===== src/hw/rtl/lts_pkg.sv =====
// Shared types, constants and functions for the lexical token scanner.
package lts_pkg;

    localparam int KEYWORD_CHARS = 8;
    localparam int QUEUE_DEPTH   = 4;
    localparam int KW_COUNT      = 13;
    localparam int KW_MAX_LEN    = 8;

    localparam logic [3:0] KW_NONE = 4'(KW_COUNT);

    localparam logic [63:0] KW_TEXT [KW_COUNT] = '{
        "function", "return", "integer", "int", "real", "boolean", "if",
        "fi", "else", "read", "write", "while", "for"
    };
    localparam int KW_LEN [KW_COUNT] = '{8, 6, 7, 3, 4, 7, 2, 2, 4, 4, 5, 5, 3};

    localparam logic [2:0] TK_SEP  = 3'd0;
    localparam logic [2:0] TK_OPER = 3'd1;
    localparam logic [2:0] TK_INT  = 3'd2;
    localparam logic [2:0] TK_REAL = 3'd3;
    localparam logic [2:0] TK_KEYW = 3'd4;
    localparam logic [2:0] TK_IDEN = 3'd5;
    localparam logic [2:0] TK_BAD  = 3'd6;

    localparam logic [7:0] CH_DOLLAR = 8'h24;
    localparam logic [7:0] CH_EQ     = 8'h3D;
    localparam logic [7:0] CH_DOT    = 8'h2E;

    localparam logic [15:0] LEN_ONE = 16'd1;
    localparam logic [15:0] LEN_TWO = 16'd2;
    localparam logic [15:0] LEN_MAX = 16'hFFFF;

    typedef enum logic [2:0] {
        SCAN_IDLE,
        SCAN_DOLLAR,
        SCAN_OP,
        SCAN_INT,
        SCAN_REAL,
        SCAN_WORD,
        SCAN_HALT
    } scan_mode_t;

    typedef enum logic [3:0] {
        CC_SPACE,
        CC_DOLLAR,
        CC_OPHOLD,
        CC_SEP,
        CC_OPER,
        CC_DIGIT,
        CC_ALPHA,
        CC_DOT,
        CC_BAD
    } char_class_t;

    typedef struct packed {
        logic       kind;
        logic [7:0] ch;
    } in_word_t;

    typedef struct packed {
        in_word_t    item;
        char_class_t cls;
    } front_word_t;

    typedef struct packed {
        logic [2:0]  token_kind;
        logic [31:0] start_offset;
        logic [15:0] token_length;
        logic [3:0]  keyword_index;
        logic [7:0]  symbol_first;
        logic [7:0]  symbol_second;
        logic        last;
    } result_t;

    typedef struct packed {
        logic empty;
        logic full;
    } fifo_status_t;

    function automatic char_class_t char_class(input logic [7:0] c);
        char_class_t cls;
        if (c == 8'h20 || (c >= 8'h09 && c <= 8'h0D))
            cls = CC_SPACE;
        else if (c == CH_DOLLAR)
            cls = CC_DOLLAR;
        else if (c == CH_EQ || c == 8'h21 || c == 8'h3C || c == 8'h3E)
            cls = CC_OPHOLD;
        else if (c == 8'h28 || c == 8'h29 || c == 8'h3B || c == 8'h2C
                 || c == 8'h7B || c == 8'h7D)
            cls = CC_SEP;
        else if (c == 8'h2B || c == 8'h2D || c == 8'h2A || c == 8'h2F)
            cls = CC_OPER;
        else if (c >= 8'h30 && c <= 8'h39)
            cls = CC_DIGIT;
        else if ((c >= 8'h61 && c <= 8'h7A) || (c >= 8'h41 && c <= 8'h5A))
            cls = CC_ALPHA;
        else if (c == CH_DOT)
            cls = CC_DOT;
        else
            cls = CC_BAD;
        return cls;
    endfunction

    // chars holds byte i at [8*i +: 8]; first matching keyword wins.
    function automatic logic [3:0] kw_find(input logic [8*KW_MAX_LEN-1:0] chars,
                                           input logic [15:0] len);
        logic [3:0] idx;
        logic       same;
        logic [7:0] kb;
        idx = KW_NONE;
        for (int k = KW_COUNT - 1; k >= 0; k--)
        begin
            same = (len == 16'(KW_LEN[k]));
            for (int i = 0; i < KW_MAX_LEN; i++)
            begin
                if (i < KW_LEN[k])
                begin
                    kb   = 8'(KW_TEXT[k] >> (8 * (KW_LEN[k] - 1 - i)));
                    same = same && (chars[8*i +: 8] == kb);
                end
            end
            if (same)
                idx = 4'(k);
        end
        return idx;
    endfunction

endpackage


===== src/hw/rtl/lts_fifo.sv =====
// Small register-based FIFO, used for the item queue and the result queue of the scanner.
module lts_fifo #(
    parameter int WIDTH = 8,
    parameter int DEPTH = lts_pkg::QUEUE_DEPTH
) (
    input  logic                 clk,
    input  logic                 rst_n,
    input  logic                 push,
    input  logic [WIDTH-1:0]     wdata,
    input  logic                 pop,
    output logic [WIDTH-1:0]     rdata,
    output lts_pkg::fifo_status_t status
);
    localparam int PW = $clog2(DEPTH);
    localparam int CW = $clog2(DEPTH + 1);

    logic [WIDTH-1:0] mem [DEPTH];
    logic [PW-1:0]    wr_ptr_reg, wr_ptr_next;
    logic [PW-1:0]    rd_ptr_reg, rd_ptr_next;
    logic [CW-1:0]    count_reg, count_next;
    logic             do_push, do_pop;

    assign status.full  = (count_reg == CW'(DEPTH));
    assign status.empty = (count_reg == '0);
    assign do_push      = push && !status.full;
    assign do_pop       = pop && !status.empty;
    assign rdata        = mem[rd_ptr_reg];

    always_comb
    begin
        wr_ptr_next = wr_ptr_reg;
        rd_ptr_next = rd_ptr_reg;
        count_next  = count_reg;
        if (do_push)
            wr_ptr_next = (wr_ptr_reg == PW'(DEPTH - 1)) ? '0 : wr_ptr_reg + 1'b1;
        if (do_pop)
            rd_ptr_next = (rd_ptr_reg == PW'(DEPTH - 1)) ? '0 : rd_ptr_reg + 1'b1;
        if (do_push && !do_pop)
            count_next = count_reg + 1'b1;
        else if (do_pop && !do_push)
            count_next = count_reg - 1'b1;
    end

    always_ff @(posedge clk or negedge rst_n)
    begin
        if (!rst_n)
        begin
            wr_ptr_reg <= '0;
            rd_ptr_reg <= '0;
            count_reg  <= '0;
        end
        else
        begin
            wr_ptr_reg <= wr_ptr_next;
            rd_ptr_reg <= rd_ptr_next;
            count_reg  <= count_next;
        end
    end

    always_ff @(posedge clk)
    begin
        if (do_push)
            mem[wr_ptr_reg] <= wdata;
    end

endmodule


===== src/hw/rtl/lts_front.sv =====
// Front end: accepts input words and tags each byte with its character class.
module lts_front (
    input  logic                  push,
    output logic                  full,
    input  lts_pkg::in_word_t     item,
    input  lts_pkg::fifo_status_t q_status,
    output logic                  q_push,
    output lts_pkg::front_word_t  q_word
);
    assign full        = q_status.full;
    assign q_push      = push && !q_status.full;
    assign q_word.item = item;
    assign q_word.cls  = lts_pkg::char_class(item.ch);

endmodule


===== src/hw/rtl/lts_back.sv =====
// Back end: token state machine, keyword match and result emission.
module lts_back #(
    parameter int KEYWORD_CHARS = lts_pkg::KEYWORD_CHARS
) (
    input  logic                  clk,
    input  logic                  rst_n,
    input  lts_pkg::fifo_status_t q_status,
    input  lts_pkg::front_word_t  q_word,
    output logic                  q_pop,
    input  lts_pkg::fifo_status_t o_status,
    output logic                  o_push,
    output lts_pkg::result_t      o_word
);
    localparam int IW = $clog2(KEYWORD_CHARS);

    lts_pkg::scan_mode_t mode_reg, mode_next;
    logic [15:0]         plen_reg, plen_next;
    logic [31:0]         pos_reg, pos_next;
    logic [31:0]         pstart_reg, pstart_next;
    logic [7:0]          held_reg, held_next;
    lts_pkg::result_t    hold_reg, hold_next;
    logic                hold_valid_reg, hold_valid_next;

    logic [7:0]          word_chars_reg [KEYWORD_CHARS];
    logic [8*lts_pkg::KW_MAX_LEN-1:0] wc_flat;
    logic                wc_we;
    logic [IW-1:0]       wc_idx;

    logic                take, flush_en, start_en, pair_en;
    logic                f_valid, s_valid, fv, sv;
    lts_pkg::result_t    f_res, s_res, pair_res, a_res, b_res;
    logic [3:0]          kw_idx;
    logic [15:0]         plen_grow;
    logic [7:0]          c;
    lts_pkg::char_class_t cls;

    always_comb
    begin
        for (int i = 0; i < lts_pkg::KW_MAX_LEN; i++)
            wc_flat[8*i +: 8] = word_chars_reg[i];
    end

    assign c         = q_word.item.ch;
    assign cls       = q_word.cls;
    assign kw_idx    = lts_pkg::kw_find(wc_flat, plen_reg);
    assign plen_grow = (plen_reg == lts_pkg::LEN_MAX) ? plen_reg : plen_reg + 16'd1;
    assign take      = !q_status.empty && !hold_valid_reg && !o_status.full;
    assign q_pop     = take;

    // pending token as it would be flushed
    always_comb
    begin
        f_res              = '0;
        f_res.start_offset = pstart_reg;
        f_res.token_length = plen_reg;
        f_valid            = 1'b1;
        unique case (mode_reg)
            lts_pkg::SCAN_DOLLAR:
            begin
                f_res.token_kind   = lts_pkg::TK_SEP;
                f_res.token_length = lts_pkg::LEN_ONE;
                f_res.symbol_first = lts_pkg::CH_DOLLAR;
            end
            lts_pkg::SCAN_OP:
            begin
                f_res.token_kind   = lts_pkg::TK_OPER;
                f_res.token_length = lts_pkg::LEN_ONE;
                f_res.symbol_first = held_reg;
            end
            lts_pkg::SCAN_INT:  f_res.token_kind = lts_pkg::TK_INT;
            lts_pkg::SCAN_REAL: f_res.token_kind = lts_pkg::TK_REAL;
            lts_pkg::SCAN_WORD:
            begin
                if (kw_idx == lts_pkg::KW_NONE)
                    f_res.token_kind = lts_pkg::TK_IDEN;
                else
                begin
                    f_res.token_kind    = lts_pkg::TK_KEYW;
                    f_res.keyword_index = kw_idx;
                end
            end
            default: f_valid = 1'b0;
        endcase
    end

    // immediate single-character token for the current byte
    always_comb
    begin
        s_res              = '0;
        s_res.start_offset = pos_reg;
        s_res.token_length = lts_pkg::LEN_ONE;
        s_res.symbol_first = c;
        s_valid            = 1'b1;
        unique case (cls)
            lts_pkg::CC_SEP:  s_res.token_kind = lts_pkg::TK_SEP;
            lts_pkg::CC_OPER: s_res.token_kind = lts_pkg::TK_OPER;
            lts_pkg::CC_DOT,
            lts_pkg::CC_BAD:  s_res.token_kind = lts_pkg::TK_BAD;
            default:          s_valid = 1'b0;
        endcase
    end

    always_comb
    begin
        mode_next   = mode_reg;
        plen_next   = plen_reg;
        pos_next    = pos_reg;
        pstart_next = pstart_reg;
        held_next   = held_reg;
        flush_en    = 1'b0;
        start_en    = 1'b0;
        pair_en     = 1'b0;
        pair_res    = '0;
        wc_we       = 1'b0;
        wc_idx      = plen_reg[IW-1:0];

        pair_res.start_offset = pstart_reg;
        pair_res.token_length = lts_pkg::LEN_TWO;

        if (take && mode_reg != lts_pkg::SCAN_HALT)
        begin
            if (q_word.item.kind)
                flush_en = 1'b1;
            else
            begin
                pos_next = pos_reg + 32'd1;
                unique case (mode_reg)
                    lts_pkg::SCAN_DOLLAR:
                    begin
                        if (cls == lts_pkg::CC_DOLLAR)
                        begin
                            pair_en                = 1'b1;
                            pair_res.token_kind    = lts_pkg::TK_SEP;
                            pair_res.symbol_first  = lts_pkg::CH_DOLLAR;
                            pair_res.symbol_second = lts_pkg::CH_DOLLAR;
                            mode_next              = lts_pkg::SCAN_IDLE;
                        end
                        else
                        begin
                            flush_en = 1'b1;
                            start_en = 1'b1;
                        end
                    end
                    lts_pkg::SCAN_OP:
                    begin
                        if (c == lts_pkg::CH_EQ)
                        begin
                            pair_en                = 1'b1;
                            pair_res.token_kind    = lts_pkg::TK_OPER;
                            pair_res.symbol_first  = held_reg;
                            pair_res.symbol_second = lts_pkg::CH_EQ;
                            mode_next              = lts_pkg::SCAN_IDLE;
                        end
                        else
                        begin
                            flush_en = 1'b1;
                            start_en = 1'b1;
                        end
                    end
                    lts_pkg::SCAN_INT,
                    lts_pkg::SCAN_REAL:
                    begin
                        if (cls == lts_pkg::CC_DIGIT)
                            plen_next = plen_grow;
                        else if (cls == lts_pkg::CC_DOT && mode_reg == lts_pkg::SCAN_INT)
                        begin
                            plen_next = plen_grow;
                            mode_next = lts_pkg::SCAN_REAL;
                        end
                        else
                        begin
                            flush_en = 1'b1;
                            start_en = 1'b1;
                        end
                    end
                    lts_pkg::SCAN_WORD:
                    begin
                        if (cls == lts_pkg::CC_ALPHA || cls == lts_pkg::CC_DIGIT)
                        begin
                            wc_we     = (plen_reg < 16'(KEYWORD_CHARS));
                            plen_next = plen_grow;
                        end
                        else
                        begin
                            flush_en = 1'b1;
                            start_en = 1'b1;
                        end
                    end
                    default: start_en = 1'b1;
                endcase
            end

            if (flush_en)
                mode_next = lts_pkg::SCAN_IDLE;

            if (start_en)
            begin
                unique case (cls)
                    lts_pkg::CC_DOLLAR,
                    lts_pkg::CC_OPHOLD:
                    begin
                        mode_next   = (cls == lts_pkg::CC_DOLLAR) ? lts_pkg::SCAN_DOLLAR
                                                                  : lts_pkg::SCAN_OP;
                        held_next   = c;
                        pstart_next = pos_reg;
                        plen_next   = lts_pkg::LEN_ONE;
                    end
                    lts_pkg::CC_DIGIT:
                    begin
                        mode_next   = lts_pkg::SCAN_INT;
                        pstart_next = pos_reg;
                        plen_next   = lts_pkg::LEN_ONE;
                    end
                    lts_pkg::CC_ALPHA:
                    begin
                        mode_next   = lts_pkg::SCAN_WORD;
                        pstart_next = pos_reg;
                        plen_next   = lts_pkg::LEN_ONE;
                        wc_we       = 1'b1;
                        wc_idx      = '0;
                    end
                    lts_pkg::CC_DOT,
                    lts_pkg::CC_BAD: mode_next = lts_pkg::SCAN_HALT;
                    default: ;
                endcase
            end
        end
    end

    // result assembly: up to two per item, the second parked in hold_reg
    assign fv = flush_en && f_valid;
    assign sv = start_en && s_valid;

    always_comb
    begin
        if (fv)
            a_res = f_res;
        else if (pair_en)
            a_res = pair_res;
        else
            a_res = s_res;
        a_res.last = !(fv && sv);
        b_res      = s_res;
        b_res.last = 1'b1;

        hold_next       = hold_reg;
        hold_valid_next = hold_valid_reg;
        if (hold_valid_reg)
        begin
            o_push = !o_status.full;
            o_word = hold_reg;
            if (!o_status.full)
                hold_valid_next = 1'b0;
        end
        else
        begin
            o_push = take && (fv || sv || pair_en);
            o_word = a_res;
            if (take && fv && sv)
            begin
                hold_valid_next = 1'b1;
                hold_next       = b_res;
            end
        end
    end

    always_ff @(posedge clk or negedge rst_n)
    begin
        if (!rst_n)
        begin
            mode_reg       <= lts_pkg::SCAN_IDLE;
            plen_reg       <= '0;
            pos_reg        <= '0;
            pstart_reg     <= '0;
            held_reg       <= '0;
            hold_valid_reg <= 1'b0;
        end
        else
        begin
            mode_reg       <= mode_next;
            plen_reg       <= plen_next;
            pos_reg        <= pos_next;
            pstart_reg     <= pstart_next;
            held_reg       <= held_next;
            hold_valid_reg <= hold_valid_next;
        end
    end

    always_ff @(posedge clk)
    begin
        hold_reg <= hold_next;
        if (wc_we)
            word_chars_reg[wc_idx] <= c;
    end

endmodule


===== src/hw/rtl/lexical_token_scanner.sv =====
// Top level of the lexical token scanner: front end, queues and back end.
// An accepted input word is registered in the item queue, and its results are registered in the output queue.
// Throughput: one input word per cycle while neither queue is full; a word that yields two tokens
// stalls the back end while the second waits in its hold register, set by its single output queue write port.
// Reset clears both queues and all scan state; the keyword buffer is not cleared.
module lexical_token_scanner #(
    parameter int KEYWORD_CHARS = lts_pkg::KEYWORD_CHARS,
    parameter int QUEUE_DEPTH   = lts_pkg::QUEUE_DEPTH
) (
    input  logic              clk,
    input  logic              rst_n,
    input  logic              push,
    output logic              full,
    input  lts_pkg::in_word_t item,
    output logic              empty,
    input  logic              pop,
    output lts_pkg::result_t  result
);
    lts_pkg::fifo_status_t q_status, o_status;
    lts_pkg::front_word_t  fq_wdata, fq_rdata;
    lts_pkg::result_t      o_wdata;
    logic                  fq_push, fq_pop, o_push;

    lts_front u_front (
        .push     (push),
        .full     (full),
        .item     (item),
        .q_status (q_status),
        .q_push   (fq_push),
        .q_word   (fq_wdata)
    );

    lts_fifo #(
        .WIDTH ($bits(lts_pkg::front_word_t)),
        .DEPTH (QUEUE_DEPTH)
    ) u_item_q (
        .clk    (clk),
        .rst_n  (rst_n),
        .push   (fq_push),
        .wdata  (fq_wdata),
        .pop    (fq_pop),
        .rdata  (fq_rdata),
        .status (q_status)
    );

    lts_back #(
        .KEYWORD_CHARS (KEYWORD_CHARS)
    ) u_back (
        .clk      (clk),
        .rst_n    (rst_n),
        .q_status (q_status),
        .q_word   (fq_rdata),
        .q_pop    (fq_pop),
        .o_status (o_status),
        .o_push   (o_push),
        .o_word   (o_wdata)
    );

    lts_fifo #(
        .WIDTH ($bits(lts_pkg::result_t)),
        .DEPTH (QUEUE_DEPTH)
    ) u_result_q (
        .clk    (clk),
        .rst_n  (rst_n),
        .push   (o_push),
        .wdata  (o_wdata),
        .pop    (pop),
        .rdata  (result),
        .status (o_status)
    );

    assign empty = o_status.empty;

endmodule


===== config.mk =====
export PLATFORM = sky130hd
export DESIGN_NAME = lexical_token_scanner
export DESIGN_NICKNAME = d
export VERILOG_FILES = /design/src/hw/rtl/lts_pkg.sv /design/src/hw/rtl/lts_fifo.sv /design/src/hw/rtl/lts_front.sv /design/src/hw/rtl/lts_back.sv /design/src/hw/rtl/lexical_token_scanner.sv
export SDC_FILE = /design/constraint.sdc
export NUM_CORES = 1
export LEC_CHECK = 0
export ABC_AREA = 0
export BUFFER_PORTS_ARGS = -buffer_cell sky130_fd_sc_hd__buf_4
export CAP_MARGIN = 40
export CORE_UTILIZATION = 32
export DETAILED_ROUTE_END_ITERATION = 8
export PLACE_DENSITY = 0.59
export SETUP_SLACK_MARGIN = 0.5
export SYNTH_ARGS = -nofsm -noshare
export SYNTH_HDL_FRONTEND = slang
export SYNTH_SLANG_ARGS = --single-unit

===== constraint.sdc =====
create_clock -name clk -period 4.27 [get_ports clk]
set_input_delay 0.6405 -clock clk [delete_from_list [all_inputs] [get_ports clk]]
set_output_delay 0.6405 -clock clk [all_outputs]
set_load 0.05 [all_outputs]

# Word level (Yosys, flattened, before mapping)
# Memories as Yosys holds them, arrays and structs flattened.
# Cells that the tools add are included.
# W data, S select, Z words.
dict set report classes {
  addsub 10
  magnitude_cmp 9
  n_mux 105
  shifts 0
  bitwise 2
  n_eq_ne 87
  n_reduce_logical 120
  n_mul 0
  n_div 0
}
# op n
set op_table {}
lappend op_table {{$eq A8 B7 Y1 const B} 42}
lappend op_table {{$mux W72} 3}
lappend op_table {{$mux W16} 11}
lappend op_table {{$eq A8 B6 Y1 const B} 16}
lappend op_table {{$logic_and A1 B1 Y1} 79}
lappend op_table {{$mux W4} 18}
lappend op_table {{$eq A16 B3 Y1 const B} 4}
lappend op_table {{$pmux W16 S2} 2}
lappend op_table {{$mux W3} 21}
lappend op_table {{$mux W1} 36}
lappend op_table {{$add A32 B1 Y32 const B} 1}
lappend op_table {{$eq A16 B2 Y1 const B} 2}
lappend op_table {{$pmux W3 S4} 2}
lappend op_table {{$add A16 B1 Y16 const B} 1}
lappend op_table {{$eq A16 B16 Y1 const B} 1}
lappend op_table {{$eq A16 B4 Y1 const B} 1}
lappend op_table {{$eq A4 B3 Y1 const B} 4}
lappend op_table {{$ge A8 B7 Y1 const B} 2}
lappend op_table {{$le A8 B7 Y1 const B} 2}
lappend op_table {{$logic_or A1 B1 Y1} 16}
lappend op_table {{$lt A16 B4 Y1 const B} 1}
lappend op_table {{$pmux W8 S2} 1}
lappend op_table {{$mux W14} 1}
lappend op_table {{$eq A3 B3 Y1 const B} 4}
lappend op_table {{28 further kinds} 62}
dict set report totals {
  regBits 149
  n_memories 3
  ram_bits 404
  latch_bits 0
  mem_bits_ro 0
}
# name words width read_ports rd_ports_with_merged_regs wr line
set memory_table {}
lappend memory_table {u_result_q.mem 4 72 1 0 1 lts_fifo.sv:17} ;# logic [WIDTH-1:0] mem [DEPTH];
lappend memory_table {u_back.word_chars_reg 8 8 8 0 1 lts_back.sv:24} ;# logic [7:0] word_chars_reg [KEYWORD_CHARS];
lappend memory_table {u_item_q.mem 4 13 1 0 1 lts_fifo.sv:17}

# Longest topological paths before layout
# An unclocked memory read counts as a cell.
dict set report depth {
  depth_word 24
  depth_mapped 16
  mapped_depth_nobuf 13
}

# Hierarchy
# Synthesis repeated with hierarchy kept, for this count alone.
dict set report hier_totals {
  cells_unflattened 1495
  hier_area_um2 23384.9
}
# module cells_each seq_area_each_um2 area_each_um2 n_inst
set by_module_without_submodules {}
lappend by_module_without_submodules {{lts_fifo at u_result_q} 413 8823.5 10832.9 1}
lappend by_module_without_submodules {lts_back 916 5485.3 9848.2 1}
lappend by_module_without_submodules {{lts_fifo at u_item_q} 105 1736.7 2318.5 1}
lappend by_module_without_submodules {lts_front 61 0.0 385.4 1}

# Least setup slack after synthesis
# Ideal clock, no wire load.
dict set report synth_timing {
  path_type {reg-to-reg}
  start {reg u_item_q.rd_ptr_reg[0]}
  end {mem u_result_q.mem[1][0] (netlist name), enable pin}
  synth_period_minus_slack_ns 4.455
  t_required_ns 3.839
  setup_slack_ns -0.185
  path_stages_with_launch 12
  arrival_ns 4.024
  path_cell_list {dfrtp_1 -> buf_6 -> buf_6 -> mux4_2 -> buf_2 -> xnor2_1 -> a32oi_1 -> o21ai_1 -> a21oi_2 -> nor2_1 -> a21boi_2 -> and2_1}
}
dict set report synth_between {
  elab_chain_len 17
  word_cells_on_any_way 40
}
# element line
set synth_lines {}
lappend synth_lines {{from (decl)} lts_fifo.sv:19} ;# logic [PW-1:0] rd_ptr_reg, rd_ptr_next;
lappend synth_lines {{from (signal assigned)} lts_fifo.sv:55} ;# rd_ptr_reg <= rd_ptr_next;
lappend synth_lines {{$mem_v2 Z4 W13 *} --}
lappend synth_lines {{$eq A4 B3 Y1} {lts_back.sv:94, lts_back.sv:165}}
lappend synth_lines {{$logic_and A1 B1 Y1} lts_back.sv:165} ;# else if (cls == lts_pkg::CC_DOT && mode_reg == lts_pkg::SCAN_INT)
lappend synth_lines {{$mux W1} lts_back.sv:165}
lappend synth_lines {{$mux W1} lts_back.sv:163} ;# if (cls == lts_pkg::CC_DIGIT)
lappend synth_lines {{$pmux W1 S4} lts_back.sv:127} ;# unique case (mode_reg)
lappend synth_lines {{$mux W1} lts_back.sv:122} ;# if (q_word.item.kind)
lappend synth_lines {{$mux W1 (2 in a row)} lts_back.sv:120} ;# if (take && mode_reg != lts_pkg::SCAN_HALT)
lappend synth_lines {{$logic_and A1 B1 Y1, on equally long branches} {lts_back.sv:231, lts_back.sv:232}}
lappend synth_lines {{$logic_or A1 B1 Y1} lts_back.sv:257} ;# o_push = take && (fv || sv || pair_en);
lappend synth_lines {{$logic_or A1 B1 Y1 *} lts_back.sv:257}
lappend synth_lines {{$logic_and A1 B1 Y1 *} lts_back.sv:257}
lappend synth_lines {{$mux W1 *} lts_back.sv:248} ;# if (hold_valid_reg)
lappend synth_lines {{$logic_and A1 B1 Y1 *} lts_fifo.sv:25} ;# assign do_push = push && !status.full;
lappend synth_lines {{net u_result_q.do_push} lts_fifo.sv:21} ;# logic do_push, do_pop;
lappend synth_lines {{$mux W1 *} lts_fifo.sv:62} ;# if (do_push)
lappend synth_lines {{$mux W1 (not written as such) *} lts_fifo.sv:63} ;# mem[wr_ptr_reg] <= wdata;
lappend synth_lines {{to (decl)} lts_fifo.sv:17}
# The timed path passes the listed nets; every way through them passes the cells marked *. The select of a mux whose other input is x is not followed.

# Worst setup path in the final report
dict set report layout_timing {
  start {reg u_item_q.rd_ptr_reg[0]}
  end {reg u_result_q.count_reg[2]}
}
dict set report layout_between {
  elab_chain_len 18
  word_cells_on_any_way 43
}
# element line
set layout_lines {}
lappend layout_lines {{$mem_v2 Z4 W13 *} --}
lappend layout_lines {{$eq A4 B3 Y1} {lts_back.sv:94, lts_back.sv:165}}
lappend layout_lines {{$logic_and A1 B1 Y1} lts_back.sv:165}
lappend layout_lines {{$mux W1} lts_back.sv:165}
lappend layout_lines {{$mux W1} lts_back.sv:163}
lappend layout_lines {{$pmux W1 S4} lts_back.sv:127}
lappend layout_lines {{$mux W1} lts_back.sv:122}
lappend layout_lines {{$mux W1 (2 in a row)} lts_back.sv:120}
lappend layout_lines {{[2 not listed]} --}
lappend layout_lines {{$logic_or A1 B1 Y1 *} lts_back.sv:257}
lappend layout_lines {{$logic_and A1 B1 Y1 *} lts_back.sv:257}
lappend layout_lines {{$mux W1 *} lts_back.sv:248}
lappend layout_lines {{$logic_and A1 B1 Y1 *} lts_fifo.sv:25}
lappend layout_lines {{net u_result_q.do_push} lts_fifo.sv:21}
lappend layout_lines {{$logic_not A1 Y1} lts_fifo.sv:40} ;# else if (do_pop && !do_push)
lappend layout_lines {{$logic_and A1 B1 Y1} lts_fifo.sv:40}
lappend layout_lines {{$reduce_bool A2 Y1 (no source line)} --}
lappend layout_lines {{to (signal assigned)} lts_fifo.sv:56} ;# count_reg <= count_next;
lappend layout_lines {{to (decl)} lts_fifo.sv:20} ;# logic [CW-1:0] count_reg, count_next;
# Marked as above.
# A chain may end at the register's enable or synchronous reset.

==> results.yml <==
die:
  io_pins: 87
  num_rows: 95
  initial_core_util_pct: 32.6
  die_area_sq_um: 70000
  fp.dieH_um: 265
  die_w_um: 265
  core_sq_um: 67800
power_and_ir_drop:
  vdd_ir_drop_max_mv: 0.346
  switching_share_pct: 37.2
  leakagePower_nw: 9.24
  pwr-share-seq_pct: 38.5
  netSwitchingPower_w: 0.00722
  power_frac_clock_pct: 23.6
  power_density_nw_per_um2: 749
  combPwrFrac_pct: 37.9
  p_int_w: 0.0122
sta:
  period_minus_slack_ns: 3.62
  layout_setup_ws_ns: 0.646
  setup_viol: 0
  tns_ns: 0
  rsz0062_at_grt: "false"
  hold_violations: 0
  final.period_utilization_pct: 84.9
  slew_viol_final: 0
  tightest_slew_ns: 0.836
  clock_skew_ns: 0.0366
  max_freq_mhz: 276
  slew_headroom_pct: 44.3
global_routing:
  antenna_found_initial: 2
  grtUsageMet1_pct: 19.5
  met3_usage_pct: 2.53
  grt-busiest-layer: "met2"
  grt_first_pass_wirelength_mm: 77.2
  gr-total-overflow: 0
  grt_use_total_pct: 14.3
  grt_max_degree: 67
  grtUsageMet2_pct: 23.4
  grt_pass1_vias: 12800
final_layout:
  drive_gt1_share_pct: 24.4
  finalNetCount: 1545
  area_delta_synth_final_pct: 17.5
  diodes: 0
  largest_reg_flops: 264
  final_cell_mix: "edfxtp_1, buf_4, nand2_1, dfrtp_1, mux4_2"
  layout_commonest_cell: "edfxtp_1"
synthesis:
  async_reset_ff_share_pct: 20.1
  synth_sequential_area_ratio_pct: 69.4
  synth_edf_count: 422
  synth_cell_types: 78
  synth_warnings: 0
  synth_area_sq_um: 22100
  synth_seq_cells: 528
  ys.flop_type: "edfxtp_1"
  netlist_instances: 1375
  syn-mean-instance-area_sq_um: 16.1
worst_setup_path:
  arrival_ns: 4.16
  required_ns: 4.81
  worst-path-buf-inv: 2
  max_stage_delay_ns: 0.57
  path_class: "flip-flop to flip-flop"
  crit_chain: "buf_4 > mux4_2 > nor4b_4 > nand3_1 > a21o_1 > nand2_1 > nor2_1 > a21boi_2 > ha_2 > inv_1 > fa_1 > xor2_1 > nor2_1 > xor2_1"
  cp-start-kind: "flip-flop"
  crit_family: "simple AND/OR/NAND/NOR gates"
  crit_fanout: 10
  slowest_stage: "mux4_2"
  endpoint_kind: "flip-flop"
  r2r_setup_slack_ns: 0.65
clock_network:
  clock_path_buffers: 3
  clk_latency_ns: 0.61
  cts_buffers: 51
  htreeDepth: 2
  cts_tree: "yes"
  path_clk_slew_ns: 0.07
  ctsRootBufferMaster: "clkbuf_16"
  cts_sinks: 528
placed_design:
  io_buffers: 83
  dp_hpwl_mm: 32.4
  dpl_worst_slack_ns: 0.366
  routabilityCongestion: 0.852
run_status:
  run_status: "complete, no violations"
drt:
  vias: 12500
  vias_per_cell: 5.15
  ant_nets: 0
  wl_per_cell_um: 20.6
  wl_mm: 50.1
  post-route-drc-count: 0
  drt-pass1-iter-count: 5
  drtIter0Drc: 894
flow_run:
  cap_violations: 0
min_path:
  hp-class: "input port to flip-flop"
[stage by stage]
stage          util (%)  hold WS [ns]  instance area, sq um  instances  power (W)
2_1_floorplan         -         0.345                 22100       1377     0.0123
3_3_place_gp       35.4         0.427                 24000       2313     0.0147
3_5_place_dp       35.4         0.444                 24000       2314     0.0148
4_1_cts            38.0         0.198                 25700       2410     0.0195
5_1_grt            38.3         0.205                 25900       2428     0.0203
6_report           38.3         0.242                 25900       2428     0.0194
[final timing paths]
| check | cells after the start | from | end |
|---|---|---|---|
| min in group asynchronous | 2 | rst_n | u_back.pstart_reg[23]$_DFFE_PN0P_ |
| setup / recovery | 14 | u_item_q.rd_ptr_reg[0]$_DFFE_PN0P_ | u_result_q.count_reg[2]$_DFFE_PN0P_ |
| hold reg to reg | 0 | u_back.pos_reg[30]$_DFFE_PN0P_ | u_back.hold_reg[67]$_DFFE_PP_ |
| hold / removal | 1 | item[8] | u_item_q.mem[0][12]$_DFFE_PP_ |
| max in group asynchronous | 4 | rst_n | u_back.plen_reg[1]$_DFFE_PN0P_ |
| setup reg to reg | 14 | u_item_q.rd_ptr_reg[0]$_DFFE_PN0P_ | u_result_q.count_reg[2]$_DFFE_PN0P_ |
[cells in the mapped netlist (26+ instances only)]
cell type,number,area (sq um)
nor3_1,26,130
dfrtp_1,106,2650
nand3_1,42,210
clkbuf_1,39,146
nor2_1,51,191
mux2_2,31,349
mux4_2,79,1780
and3_1,35,219
edfxtp_1,422,12700
nand2_1,114,428
and2_1,26,163
o21ai_0,30,150
[power by group through the flow]
stage          sequential (W)  clock (W)  combinational, W
3_5_place_dp          0.00761          0           0.00722
4_1_cts               0.00751    0.00471           0.00725
6_report              0.00748    0.00459           0.00736
3_3_place_gp          0.00756          0           0.00716
5_1_grt               0.00759    0.00489           0.00782
2_1_floorplan         0.00728          0           0.00505
[worst reg2reg max path: stages, from the launching register on]
cell	delay [ns]
dfrtp_4	0.48
buf_4	0.17
mux4_2	0.57
nor4b_4	0.38
nand3_1	0.18
a21o_1	0.28
nand2_1	0.12
nor2_1	0.09
a21boi_2	0.18
ha_2	0.22
inv_1	0.06
fa_1	0.38
xor2_1	0.17
nor2_1	0.13
xor2_1	0.17
[final cells by class]
| cell class | instances | area, sq um |
|---|---|---|
| clock buffers | 64 | 1420 |
| flip-flops and latches | 528 | 15300 |
| fillers | 6270 | 41800 |
| clock inverters | 31 | 324 |
| repair buffers | 148 | 1250 |
| inverters | 26 | 97.6 |
| well taps | 873 | 1090 |
| multi-input cells | 758 | 6410 |
[kinds of logic after synthesis]
| group | Yosys count | share of synthesized area, % |
|---|---|---|
| mux | 124 | 10.5 |
| buf+inv | 92 | 1.85 |
| other cells | 1 | 0.0170 |
| fa+ha+maj | 19 | 1.15 |
| flops | 528 | 69.4 |
| xor+xnor | 39 | 1.58 |
| simple gates | 423 | 10.5 |
| compound gates | 149 | 4.99 |
[metal layers]
metal  vias up  share of wire, %
li1       5672                 -
met3        76               4.8
met2       300                48
met4         0               2.1
met5         -                 0
met1      6447                45
[timing repair]
item | CTS | global route
endpoints found under the setup margin | 231 | 241
setup buffers | 0 | 17
endpoints found under the hold margin | 29 | 0
hold buffers | 1 | 0
gates resized for setup | 2 | 4
cloned | 0 | 1
pin swaps | 0 | 2
(Power assumes the default switching activity.)
